<file path="src/pcm_sample_format_converter_macros.svh">
// assertion macros for the pcm sample format converter
`ifndef PCM_SAMPLE_FORMAT_CONVERTER_MACROS_SVH
`define PCM_SAMPLE_FORMAT_CONVERTER_MACROS_SVH
`ifndef NO_ASSERTIONS
`define PSFC_ASSERT_SAME(lbl, clk, rst_n, ante, cons) \
    lbl: assert property (@(posedge clk) disable iff (!rst_n) (ante) |-> (cons)) \
        else $error("assertion failed");
`define PSFC_ASSERT_NEXT(lbl, clk, rst_n, ante, cons) \
    lbl: assert property (@(posedge clk) disable iff (!rst_n) (ante) |=> (cons)) \
        else $error("assertion failed");
`else
`define PSFC_ASSERT_SAME(lbl, clk, rst_n, ante, cons)
`define PSFC_ASSERT_NEXT(lbl, clk, rst_n, ante, cons)
`endif
`endif

</file>
<file path="src/psfc_pkg.sv">
// shared types and constants for the pcm sample format converter
`timescale 1ns / 1ps
`default_nettype none
package psfc_pkg;
    localparam logic [1:0] FMT_S16 = 2'd0;
    localparam logic [1:0] FMT_S32 = 2'd1;
    localparam logic [1:0] FMT_FLT = 2'd2;
    localparam logic       TGT_S16 = 1'b0;
    localparam logic       TGT_S32 = 1'b1;
    localparam logic       STATUS_OK    = 1'b0;
    localparam logic       STATUS_UNSUP = 1'b1;
    localparam logic       REG_SOURCE = 1'b0;
    localparam logic       REG_TARGET = 1'b1;

    typedef struct packed {
        logic [31:0] sample_word;
        logic        planar_source;
    } t_in;

    typedef struct packed {
        logic signed [31:0] converted_sample;
        logic               status;
    } t_out;
endpackage
`default_nettype wire

</file>
<file path="src/psfc_conv.sv">
// combinational sample conversion for one sample
`timescale 1ns / 1ps
`default_nettype none
module psfc_conv (
    input  wire psfc_pkg::t_in  i_in,
    input  wire logic [1:0]     i_src_fmt,
    input  wire logic           i_tgt_fmt,
    output psfc_pkg::t_out      o_out
);
    logic [7:0]  w_exp;
    logic [23:0] w_mant;
    logic [38:0] w_prod;
    logic        w_hi;
    logic        w_up;
    logic [39:0] w_base;
    logic [39:0] w_rnd;
    logic [7:0]  w_sh;
    logic [39:0] w_shifted;
    logic [15:0] w_mag;
    logic        w_nan;
    logic        w_gt1;
    logic [15:0] w_f16;
    logic [31:0] w_w;

    assign w_w    = i_in.sample_word;
    assign w_exp  = w_w[30:23];
    assign w_mant = {1'b1, w_w[22:0]};
    assign w_prod = 39'(w_mant) * 39'(15'd32767);
    assign w_hi   = w_prod[38];

    always_comb begin
        if (w_hi) begin
            w_up   = w_prod[14] & ((|w_prod[13:0]) | w_prod[15]);
            w_base = {1'b0, w_prod[38:15], 15'b0};
            w_rnd  = w_base + (w_up ? 40'(1) << 15 : 40'd0);
        end else begin
            w_up   = w_prod[13] & ((|w_prod[12:0]) | w_prod[14]);
            w_base = {1'b0, w_prod[38:14], 14'b0};
            w_rnd  = w_base + (w_up ? 40'(1) << 14 : 40'd0);
        end
    end

    assign w_sh      = 8'd150 - w_exp;
    assign w_shifted = (w_sh >= 8'd40) ? 40'd0 : (w_rnd >> w_sh);
    assign w_mag     = w_shifted[15:0];
    assign w_nan     = (w_exp == 8'hFF) && (w_w[22:0] != 23'd0);
    assign w_gt1     = w_w[30:0] > 31'h3F80_0000;

    always_comb begin
        if (w_nan || w_exp == 8'd0) begin
            w_f16 = 16'd0;
        end else if (w_gt1) begin
            w_f16 = w_w[31] ? 16'h8000 : 16'h7FFF;
        end else begin
            w_f16 = w_w[31] ? (16'd0 - w_mag) : w_mag;
        end
    end

    always_comb begin
        o_out.status           = psfc_pkg::STATUS_OK;
        o_out.converted_sample = 32'sd0;
        if (i_src_fmt == psfc_pkg::FMT_S16 && i_tgt_fmt == psfc_pkg::TGT_S32) begin
            o_out.converted_sample = {w_w[15:0], 16'd0};
        end else if (i_src_fmt == psfc_pkg::FMT_S32 && i_tgt_fmt == psfc_pkg::TGT_S16) begin
            o_out.converted_sample = {{16{w_w[31]}}, w_w[31:16]};
        end else if (i_src_fmt == psfc_pkg::FMT_FLT && i_tgt_fmt == psfc_pkg::TGT_S16) begin
            o_out.converted_sample = {{16{w_f16[15]}}, w_f16};
        end else if (i_in.planar_source && i_src_fmt == psfc_pkg::FMT_S16
                     && i_tgt_fmt == psfc_pkg::TGT_S16) begin
            o_out.converted_sample = {{16{w_w[15]}}, w_w[15:0]};
        end else if (i_in.planar_source && i_src_fmt == psfc_pkg::FMT_S32
                     && i_tgt_fmt == psfc_pkg::TGT_S32) begin
            o_out.converted_sample = w_w;
        end else begin
            o_out.status = psfc_pkg::STATUS_UNSUP;
        end
    end
endmodule
`default_nettype wire

</file>
<file path="src/pcm_sample_format_converter.sv">
// top level of the pcm sample format converter
// channel   | transfer when            | payload
// sample in | start & !busy            | i_sample (t_in)
// result    | o_done                   | o_result (t_out)
// config    | psel&penable&pwrite      | paddr, pwdata
// one sample per cycle; each result passes the input register and then the
// result register around the conversion logic
// busy is always low; the receiver cannot stall results
// synchronous active-low reset clears valid flags and formats to signed 16
`timescale 1ns / 1ps
`default_nettype none
`include "pcm_sample_format_converter_macros.svh"
module pcm_sample_format_converter (
    input  wire logic           i_clk,
    input  wire logic           i_rst_n,
    input  wire logic           start,
    output logic                busy,
    input  wire psfc_pkg::t_in  i_sample,
    output logic                o_done,
    output psfc_pkg::t_out      o_result,
    input  wire logic           psel,
    input  wire logic           penable,
    input  wire logic           pwrite,
    input  wire logic [2:0]     paddr,
    input  wire logic [31:0]    pwdata,
    output logic [31:0]         prdata,
    output logic                pready
);
    logic [1:0]     r_src_fmt;
    logic           r_tgt_fmt;
    logic           r_in_vld;
    psfc_pkg::t_in  r_in;
    logic           r_out_vld;
    psfc_pkg::t_out r_out;
    psfc_pkg::t_out n_out;
    logic           w_wr;

    assign busy   = 1'b0;
    assign pready = 1'b1;
    assign w_wr   = psel & penable & pwrite;

    always_ff @(posedge i_clk) begin
        if (!i_rst_n) begin
            r_src_fmt <= psfc_pkg::FMT_S16;
            r_tgt_fmt <= psfc_pkg::TGT_S16;
        end else if (w_wr) begin
            if (paddr[2] == psfc_pkg::REG_SOURCE) begin
                r_src_fmt <= pwdata[1:0];
            end else begin
                r_tgt_fmt <= pwdata[0];
            end
        end
    end

    always_comb begin
        if (paddr[2] == psfc_pkg::REG_SOURCE) begin
            prdata = {30'd0, r_src_fmt};
        end else begin
            prdata = {31'd0, r_tgt_fmt};
        end
    end

    always_ff @(posedge i_clk) begin
        if (!i_rst_n) begin
            r_in_vld  <= 1'b0;
            r_out_vld <= 1'b0;
        end else begin
            r_in_vld  <= start & ~busy;
            r_out_vld <= r_in_vld;
        end
    end

    always_ff @(posedge i_clk) begin
        if (start & ~busy) begin
            r_in <= i_sample;
        end
        r_out <= n_out;
    end

    psfc_conv u_conv (
        .i_in      (r_in),
        .i_src_fmt (r_src_fmt),
        .i_tgt_fmt (r_tgt_fmt),
        .o_out     (n_out)
    );

    assign o_done   = r_out_vld;
    assign o_result = r_out;

    `PSFC_ASSERT_NEXT(a_in_reg, i_clk, i_rst_n, start && !busy, r_in_vld)
    `PSFC_ASSERT_NEXT(a_done_follows, i_clk, i_rst_n, r_in_vld, o_done)
    `PSFC_ASSERT_SAME(a_err_zero, i_clk, i_rst_n, o_done && o_result.status, o_result.converted_sample == 32'sd0)
endmodule
`default_nettype wire

</file>
<file path="config.mk">
export PLATFORM = sky130hd
export DESIGN_NAME = pcm_sample_format_converter
export DESIGN_NICKNAME = d
export VERILOG_FILES = /design/src/psfc_pkg.sv /design/src/psfc_conv.sv /design/src/pcm_sample_format_converter.sv
export VERILOG_INCLUDE_DIRS = /design/src /design/src/src
export SDC_FILE = /design/constraint.sdc
export NUM_CORES = 1
export LEC_CHECK = 0
export BUFFER_PORTS_ARGS = -buffer_cell sky130_fd_sc_hd__buf_2
export CAP_MARGIN = 20
export CORE_MARGIN = 2
export CORE_UTILIZATION = 39
export CTS_BUF_LIST = sky130_fd_sc_hd__clkbuf_4 sky130_fd_sc_hd__clkbuf_8
export DETAILED_ROUTE_END_ITERATION = 6
export PLACE_DENSITY = 0.68
export SLEW_MARGIN = 40
export SYNTH_ARGS = -nofsm -noshare
export SYNTH_HDL_FRONTEND = slang
export SYNTH_SLANG_ARGS = --single-unit
</file>
<file path="constraint.sdc">
create_clock -name i_clk -period 13.95 [get_ports i_clk]
set_input_delay 3.4875 -clock i_clk [delete_from_list [all_inputs] [get_ports i_clk]]
set_output_delay 3.4875 -clock i_clk [all_outputs]
set_load 0.005 [all_outputs]
</file>
==> results of run 1 <==
cell usage after synthesis (7+ instances only):
master | n | area (sq um)
a31oi_1 | 8 | 50.1
and3_1 | 19 | 119
xnor2_1 | 32 | 280
dfxtp_1 | 38 | 761
o2111ai_1 | 7 | 61.3
a21oi_1 | 91 | 455
o31ai_1 | 14 | 105
mux2i_1 | 23 | 230
and4_1 | 14 | 123
nor3_1 | 29 | 145
a211o_1 | 8 | 70.1
ha_1 | 108 | 1350
buf_4 | 35 | 263
o22ai_1 | 16 | 100
nand3_1 | 24 | 120
edfxtp_1 | 33 | 991
nor2b_1 | 8 | 50.1
or3_1 | 11 | 68.8
inv_1 | 271 | 1020
nor4_1 | 19 | 119
nor2_1 | 92 | 345
o21ai_0 | 78 | 390
o211ai_1 | 13 | 97.6
clkbuf_1 | 51 | 191
nand4_1 | 36 | 225
nand2_1 | 130 | 488
a22oi_1 | 11 | 82.6
a21o_1 | 21 | 158
a211oi_1 | 26 | 195
o22a_1 | 17 | 149
and2_1 | 16 | 100
xor2_1 | 24 | 210
buf_2 | 14 | 70.1
o21a_1 | 11 | 82.6
fa_1 | 172 | 3440
registers in the layout, summed over array words and instances, names as in the netlist:
name and count:
r_src_fmt 2, r_in_vld 1, r_in 33, r_tgt_fmt 1, o_result 33, o_done 1
critical path: cells and delay by family, from the launching register on:
kind,cells,cell delay (ns)
xor+xnor,1,0.42
compound gates,11,4.14
buf+inv,6,0.71
simple gates,5,1.32
fa+ha+maj,7,3.61
flops,1,0.52
metrics by stage:
step           area [sq um]  util, %  hold slack, ns  cells
2_1_floorplan         14500        -           0.412   1717
3_3_place_gp          15100     41.3           0.426   2174
3_5_place_dp          15100     41.4           0.445   2174
4_1_cts               15300     41.9           0.454   2190
5_1_grt               15300     41.9           0.479   2190
6_report              15300     41.9           0.450   2190
cell type report:
cell class                      count  area (sq um)
Clock buffer                       10           131
Clock inverter                      6          60.1
Fill cell                        3630         21200
Inverter                          273          1020
Multi-Input combinational cell   1271         11200
Sequential cell                    71          1750
Tap cell                          468           586
Timing Repair Buffer               91           490
per-layer routing:
layer  vias up  track usage [%]
li1       5900                -
met1      6306             32.7
met2       586             38.8
met3        77             2.87
met4         0             5.81
met5         -                0
worst paths after layout:
path | start | end | slack (ns) | depth (start not counted)
setup reg to reg | r_in[23]$_DFFE_PP_ | o_result[16]$_SDFF_PP0_ | 3.09 | 30
setup / recovery | r_in[23]$_DFFE_PP_ | o_result[16]$_SDFF_PP0_ | 3.09 | 30
hold / removal | r_in_vld$_SDFF_PN0_ | o_done$_SDFF_PN0_ | 0.45 | 1
hold reg to reg | r_in_vld$_SDFF_PN0_ | o_done$_SDFF_PN0_ | 0.45 | 1
cells by family after synthesis:
family          Yosys count
compound gates          429
flops                    71
simple gates            440
buf+inv                 375
other cells               2
mux                      33
xor+xnor                 57
fa+ha+maj               280
==> results.toml, run 1 <==
[logic_synthesis]
synth_edf_count = 33
synthXorXnorAreaFrac_pct = 3.52
async_flop_share_pct = 0
yosys_warnings = 0
netlist_area_sq_um = 14400
ys_seq_area_share_pct = 12.2
synthCells = 1687
ys_types = 105
synth.area.mux_share_pct = 2.70
synth_compound_area_share_pct = 21.5
synth_top_family_by_area = "adder cells"
syn_avg_cell_area_sq_um = 8.53
synthFlopType = "dfxtp_1"
synth_fa_ha_area_share_pct = 33.3
synth-simple-area-share_pct = 15.9
ys_seq_elements = 71

[critical_path]
cp-start-kind = "flip-flop"
slowest_delay_ns = 0.69
path_common_cell = "inv_1"
worstPathMaxFanout = 17
crit_path_top_delay_cell = "o41ai_1"
end_kind = "flip-flop"
arrival_ns = 11.10
cp.required_ns = 14.19
worstSetupPathType = "flip-flop to flip-flop"

[drt]
wl_met1_um = 20000
wirelength_um = 45200
firstDrtPassIters = 6
wl_per_cell_um = 20.6
initialDrtViolationCount = 943
dr_wl_met2_um = 20800
maxUsedRoutingLayer = "met4"
vias_per_cell = 5.88
drc_errors = 0
ant_nets = 0
met3_wirelength_um = 3340
dr_total_vias = 12900

[floorplanning]
core-area_sq_um = 36400
num_rows = 70
die_w_um = 196
die_h_um = 196
die_area_sq_um = 38400
ios = 142
start_util_pct = 39.5

[layout]
layout_common_cells = "inv_1, fa_1, nand2_1, ha_1, nor2_1"
insertedDiodeCount = 0
drive_above_1_share_pct = 9.87
area_growth_pct = 6.12
fin_nets = 2071
final_common_cell = "inv_1"

[cts]
hold_buffers = 0
cts.sinks = 71
clkLatencyLatePin_ns = 0.35
post_cts_resized = 0
htreeDepth = 3
cts-root-buf = "clkbuf_8"
post_cts_buffers = 0
clk_pin_slew_ns = 0.08
cts_tree = "done"
cts.path.max_buffers = 2
numCtsBuffers = 9

[sta]
rsz0062_at_grt = "false"
fin_crit_sh_pct = 77.8
hold_viol = 0
setup_viol = 0
fin_ws_ns = 3.09
skew_ns = 0.0132
layout_min_cycle_time_ns = 10.86
worst_slew_pin_slew_ns = 0.838
fin_tns_setup_ns = 0
slew-limit-headroom_pct = 44.0
maxSlewViolCount = 0
fmax_ghz = 0.0921

[grt]
grt_max_degree = 35
grt.total_usage_pct = 23.5
grt-ovfl-total = 0
antenna_found_initial = 0
grt_pass1_vias = 12700
grt_pass1_wl_um = 70600

[place]
port_buffers = 77
place_congestion = 0.972
dpl.hpwl_um = 37300
pre_cts_ws_ns = 3.35

[run_status]
status = "complete, no violations"

[job]
cap_viol_max_count = 0

[worst_hold_path]
min_path_type = "flip-flop to flip-flop"
Power of run 1 is left out: the tool's default activity adds up to more than one toggle a clock period on the data nets, which glitch-free logic cannot reach.
==> run 2: changes to the inputs <==
--- a/config.mk
+++ b/config.mk
@@ -6,13 +6,14 @@
 export SDC_FILE = /design/constraint.sdc
 export NUM_CORES = 1
 export LEC_CHECK = 0
+export ABC_AREA = 1
 export BUFFER_PORTS_ARGS = -buffer_cell sky130_fd_sc_hd__buf_2
 export CAP_MARGIN = 20
 export CORE_MARGIN = 2
 export CORE_UTILIZATION = 39
 export CTS_BUF_LIST = sky130_fd_sc_hd__clkbuf_4 sky130_fd_sc_hd__clkbuf_8
 export DETAILED_ROUTE_END_ITERATION = 6
-export PLACE_DENSITY = 0.68
+export PLACE_DENSITY = 0.67
 export SLEW_MARGIN = 40
 export SYNTH_ARGS = -nofsm -noshare
 export SYNTH_HDL_FRONTEND = slang
==> constraint.sdc (replaced) <==
create_clock -name i_clk -period 10.3 [get_ports i_clk]
set_input_delay 2.575 -clock i_clk [delete_from_list [all_inputs] [get_ports i_clk]]
set_output_delay 2.575 -clock i_clk [all_outputs]
set_load 0.005 [all_outputs]
==> run 2 against run 1 <==
Via count grew 13%. Synthesized cell count grew 36%. Maximum frequency grew 17%. Critical path depth grew 15. Global-route usage shrank 0.29 points. Highest routed layer unchanged. Routed wire length grew 3.8%. Setup slack lost 2.0 ns. Critical endpoint is now o_result[9]$_SDFF_PP0_.
==> results.toml, run 2 <==
[run_status]
status = "complete, no violations"

[cts]
cts-root-buf = "clkbuf_8"
clk_pin_slew_ns = 0.08
clkLatencyLatePin_ns = 0.36
hold_buffers = 0
post_cts_buffers = 0
cts.sinks = 71
cts.path.max_buffers = 2
htreeDepth = 3
numCtsBuffers = 9
post_cts_resized = 0
cts_tree = "done"

[sta]
slew-limit-headroom_pct = 48.9
skew_ns = 0.0164
hold_viol = 0
worst_slew_pin_slew_ns = 0.764
rsz0062_at_grt = "false"
setup_viol = 0
maxSlewViolCount = 0
fmax_ghz = 0.108
fin_tns_setup_ns = 0
fin_crit_sh_pct = 89.8
layout_min_cycle_time_ns = 9.25
fin_ws_ns = 1.05

[place]
pre_cts_ws_ns = 1.13
place_congestion = 0.996
postPlaceCellArea_sq_um = 16400
port_buffers = 77
dpl.hpwl_um = 40400

[layout]
layout_common_cells = "nand2_1, inv_1, nand3_1, fa_1, ha_1"
layout.area.seq_sq_um = 1750
fin_nets = 2693
drive_above_1_share_pct = 12.8
multiInputGateArea_sq_um = 11600
area_growth_pct = 6.59
fill_cells = 4170
design_area_sq_um = 16600
final_common_cell = "nand2_1"
insertedDiodeCount = 0

[logic_synthesis]
yosysTopAreaCell = "fa_1"
yosys-top-cells-count = "nand2_1, inv_1, nand3_1, fa_1, ha_1"
ys_seq_area_share_pct = 11.2
synth_top_area_share_pct = 22.1
synthCells = 2290
synth_area_leaders = "fa_1, nand2_1, inv_1, nand3_1, ha_1"
async_flop_share_pct = 0
synth_edf_count = 33
ys_types = 54
ys_seq_elements = 71
syn_avg_cell_area_sq_um = 6.82
synth_most_common_cell = "nand2_1"
netlist_area_sq_um = 15600
yosys_warnings = 0
synthFlopType = "dfxtp_1"

[grt]
grt_pass1_vias = 14400
grt_pass1_wl_um = 76100
grt.total_usage_pct = 23.2
antenna_found_initial = 0
grt_max_degree = 51
grt-ovfl-total = 0

[critical_path]
cp_top_family = "adder cells"
r2r-start = "r_in[8]$_DFFE_PP_"
crit_path_top_delay_cell = "fa_1"
cp.required_ns = 10.51
cp_num_buf_inv = 9
arrival_ns = 9.46
path_common_cell = "nand2_1"
worstPathMaxFanout = 6
cp-start-kind = "flip-flop"
r2r_cells = 45
end_kind = "flip-flop"
r2r_slack_ns = 1.05
worstSetupPathType = "flip-flop to flip-flop"
r2r-end = "o_result[9]$_SDFF_PP0_"
path_depth = 45
slowest_delay_ns = 0.67

[drt]
dr_total_vias = 14600
wirelength_um = 46900
vias_per_cell = 5.08
drc_errors = 0
ant_nets = 0
firstDrtPassIters = 5
initialDrtViolationCount = 1213
wl_per_cell_um = 16.3

[worst_hold_path]
min_path_type = "flip-flop to flip-flop"
worstHoldStart = "r_in_vld$_SDFF_PN0_"
worstHoldPathCells = 2
min_to = "o_done$_SDFF_PN0_"

[floorplanning]
ios = 142
core-area_sq_um = 39600
die_w_um = 204
num_rows = 73
die_h_um = 204
die_area_sq_um = 41600
start_util_pct = 39.4

[job]
cap_viol_max_count = 0
[run 2: cell types whose count changed after synthesis, sizes merged, moves of 17 or more]
cell    before  now
nand2      130  681
nand3       26  307
inv        273  501
a21oi       96   42
clkbuf      51   12
nand4       39   78
o21ai       82   45
nor2        93  126
xnor2       33    3
a211oi      26    1
mux2i       23    0
a21o        22    1
and3        19    0
o22a        17    0
[run 2: area by class of cell]
type,count,share of cell area [%]
Multi-Input combinational cell,1660,69.8
Inverter,513,11.6
Clock inverter,5,0.639
Timing Repair Buffer,84,2.65
Clock buffer,11,0.872
Tap cell,525,3.95
Sequential cell,71,10.5
[run 2: worst max-delay path by stage]
stage | startpoint | endpoint
after global placement | r_in[7]$_DFFE_PP_ | o_result[9]$_SDFF_PP0_
after CTS | r_in[7]$_DFFE_PP_ | o_result[9]$_SDFF_PP0_
final | r_in[8]$_DFFE_PP_ | o_result[9]$_SDFF_PP0_
after global routing | r_in[11]$_DFFE_PP_ | o_result[9]$_SDFF_PP0_
after detailed placement | r_in[7]$_DFFE_PP_ | o_result[9]$_SDFF_PP0_
after floorplan | r_in[7]$_DFFE_PP_ | o_result[9]$_SDFF_PP0_
[run 2: worst reg2reg max path: cells and delay by family, from the launching register on]
family | cells | cell delay [ns]
buf+inv | 9 | 0.66
flops | 1 | 0.58
simple gates | 20 | 2.04
fa+ha+maj | 10 | 4.47
compound gates | 6 | 1.35
[run 2: routing by layer]
| layer | track usage, % | wire (um) |
|---|---|---|
| met3 | 1.59 | 2740 |
| met1 | 32.6 | 21200 |
| met2 | 38.5 | 21600 |
| met4 | 6.37 | 1320 |
| met5 | 0 | 0 |
[run 2: cells by family after synthesis]
group,Yosys count,share of synthesized area [%]
AOI/OAI and AO/OA,109,3.97
xor gates and xnor gates,12,0.673
adders and majority gates,280,30.7
buffers and inverters,589,15.4
DFF,71,11.2
other,2,0.0481
and+or+nand+nor,1227,38.0
[run 2: stage by stage]
step | util, % | hold WS (ns) | std cells
after global placement | 41.3 | 0.401 | 2853
after detailed placement | 41.3 | 0.400 | 2853
after global routing | 42.0 | 0.452 | 2869
after floorplan | - | 0.390 | 2320
after CTS | 42.0 | 0.430 | 2869
final | 42.0 | 0.431 | 2869
Power of run 2 is left out for the same reason.
==> run 3: changes to the inputs <==
--- a/config.mk
+++ b/config.mk
@@ -11,7 +11,7 @@
 export CAP_MARGIN = 20
 export CORE_MARGIN = 2
 export CORE_UTILIZATION = 39
-export CTS_BUF_LIST = sky130_fd_sc_hd__clkbuf_4 sky130_fd_sc_hd__clkbuf_8
+export CTS_BUF_LIST = sky130_fd_sc_hd__clkbuf_4
 export DETAILED_ROUTE_END_ITERATION = 6
 export PLACE_DENSITY = 0.67
 export SLEW_MARGIN = 40
==> run 3 against run 2 <==
The run now ends with design-rule violations left. First-iteration DRC count fell by 2.1%. Routed wire length about the same. Final cell count hardly changed. Final area shrank 0.38%. Worst hold slack better by 0.0067 ns. Via count up 0.50%. Count of clock-buffer cells in the layout fell by 1. Register-to-register slack got worse by 0.05 ns. Clock skew is 0.0090 ns higher. Global-route usage hardly changed. Critical endpoint unchanged. Largest cell class unchanged. Highest routed layer unchanged.
==> results.toml, run 3 (synthesis gave the netlist of run 2 again) <==
[critical_path]
r2r_cells = 45
r2r-start = "r_in[8]$_DFFE_PP_"
worstPathMaxFanout = 6
r2r_slack_ns = 1.00
path_common_cell = "nand2_1"
arrival_ns = 9.60
cp-start-kind = "flip-flop"
end_kind = "flip-flop"
cp.required_ns = 10.60
crit_path_top_delay_cell = "fa_1"
worstSetupPathType = "flip-flop to flip-flop"
r2r-end = "o_result[9]$_SDFF_PP0_"
slowest_delay_ns = 0.67

[floorplanning]
num_rows = 73
die_w_um = 204
die_h_um = 204
start_util_pct = 39.4
core-area_sq_um = 39600
die_area_sq_um = 41600
ios = 142

[cts]
cts.sinks = 71
hold_buffers = 0
post_cts_resized = 0
post_cts_buffers = 0
clkLatencyLatePin_ns = 0.45
clk_pin_slew_ns = 0.12
htreeDepth = 3
cts-root-buf = "clkbuf_4"
cts_tree = "done"
numCtsBuffers = 9
cts.path.max_buffers = 2

[sta]
fmax_ghz = 0.108
setup_viol = 0
worst_slew_pin_slew_ns = 0.766
fin_crit_sh_pct = 90.3
hold_viol = 0
rsz0062_at_grt = "false"
layout_min_cycle_time_ns = 9.30
fin_tns_setup_ns = 0
slew-limit-headroom_pct = 48.8
maxSlewViolCount = 0
skew_ns = 0.0254

[layout]
final_common_cell = "nand2_1"
area_growth_pct = 6.18
postLayoutCoreUtil_pct = 41.8
drive_above_1_share_pct = 12.8
layout_common_cells = "nand2_1, inv_1, nand3_1, fa_1, ha_1"
layout.area.seq_sq_um = 1750
fin_nets = 2693
fill_cells = 4185
multiInputGateArea_sq_um = 11600
fin_cells = 2870

[grt]
grt-ovfl-total = 0
antenna_found_initial = 1
grt_pass1_vias = 14400
grt_pass1_wl_um = 76100
grt.total_usage_pct = 23.2
grt_max_degree = 51

[place]
place_congestion = 0.996
port_buffers = 77
dpl.hpwl_um = 40400
placed_cells = 2853

[drt]
initialDrtViolationCount = 1188
wl_per_cell_um = 16.4
wirelength_um = 46900
firstDrtPassIters = 7
drc_errors = 2
dr_total_vias = 14700
ant_nets = 0
vias_per_cell = 5.11

[run_status]
status = "complete, but fails checks"
violations = "design-rule violations"

[job]
cap_viol_max_count = 0

[worst_hold_path]
worstHoldStart = "r_in_vld$_SDFF_PN0_"
min_to = "o_done$_SDFF_PN0_"
min_path_type = "flip-flop to flip-flop"
worstHoldPathCells = 2
## run 3: metal layers
layer	part of all wire [%]	GRT usage, %	routed length, um
met5	0	0	0
met4	2.8	6.70	1290
met3	5.8	1.45	2710
met2	46	38.7	21700
met1	45	32.5	21200
## run 3: worst max-delay path by stage
stage          cells after the start          startpoint                      to
3_5_place_dp                      47   r_in[7]$_DFFE_PP_  o_result[9]$_SDFF_PP0_
5_1_grt                           45  r_in[11]$_DFFE_PP_  o_result[9]$_SDFF_PP0_
6_report                          45   r_in[8]$_DFFE_PP_  o_result[9]$_SDFF_PP0_
2_1_floorplan                     47   r_in[7]$_DFFE_PP_  o_result[9]$_SDFF_PP0_
3_3_place_gp                      45   r_in[7]$_DFFE_PP_  o_result[9]$_SDFF_PP0_
4_1_cts                           47   r_in[7]$_DFFE_PP_  o_result[9]$_SDFF_PP0_
## run 3: area by class of cell
type | count | share of cell area, %
repair buffers | 84 | 2.66
inverters | 513 | 11.7
multi-input cells | 1660 | 70.0
flip-flops and latches | 71 | 10.6
clock inverters | 6 | 0.664
diodes | 1 | 0.0151
well taps | 525 | 3.96
clock buffers | 10 | 0.453
## run 3: stage by stage
step	cell area, sq um	hold slack (ns)	worst slack, ns
2_1_floorplan	15700	0.390	2.67
5_1_grt	16600	0.459	0.399
3_3_place_gp	16400	0.401	1.14
6_report	16600	0.437	1.00
3_5_place_dp	16400	0.400	1.13
4_1_cts	16600	0.436	1.05
## run 3: worst max-delay path: cells and delay by family, from the launching register on
family	cells	cell delay, ns
adder cells (fa/ha/maj)	10	4.45
AND/OR/NAND/NOR	20	2.02
AO/OA/AOI/OAI	6	1.41
buffers and inverters	9	0.65
flip-flops	1	0.60
Power of run 3 is left out for the same reason.
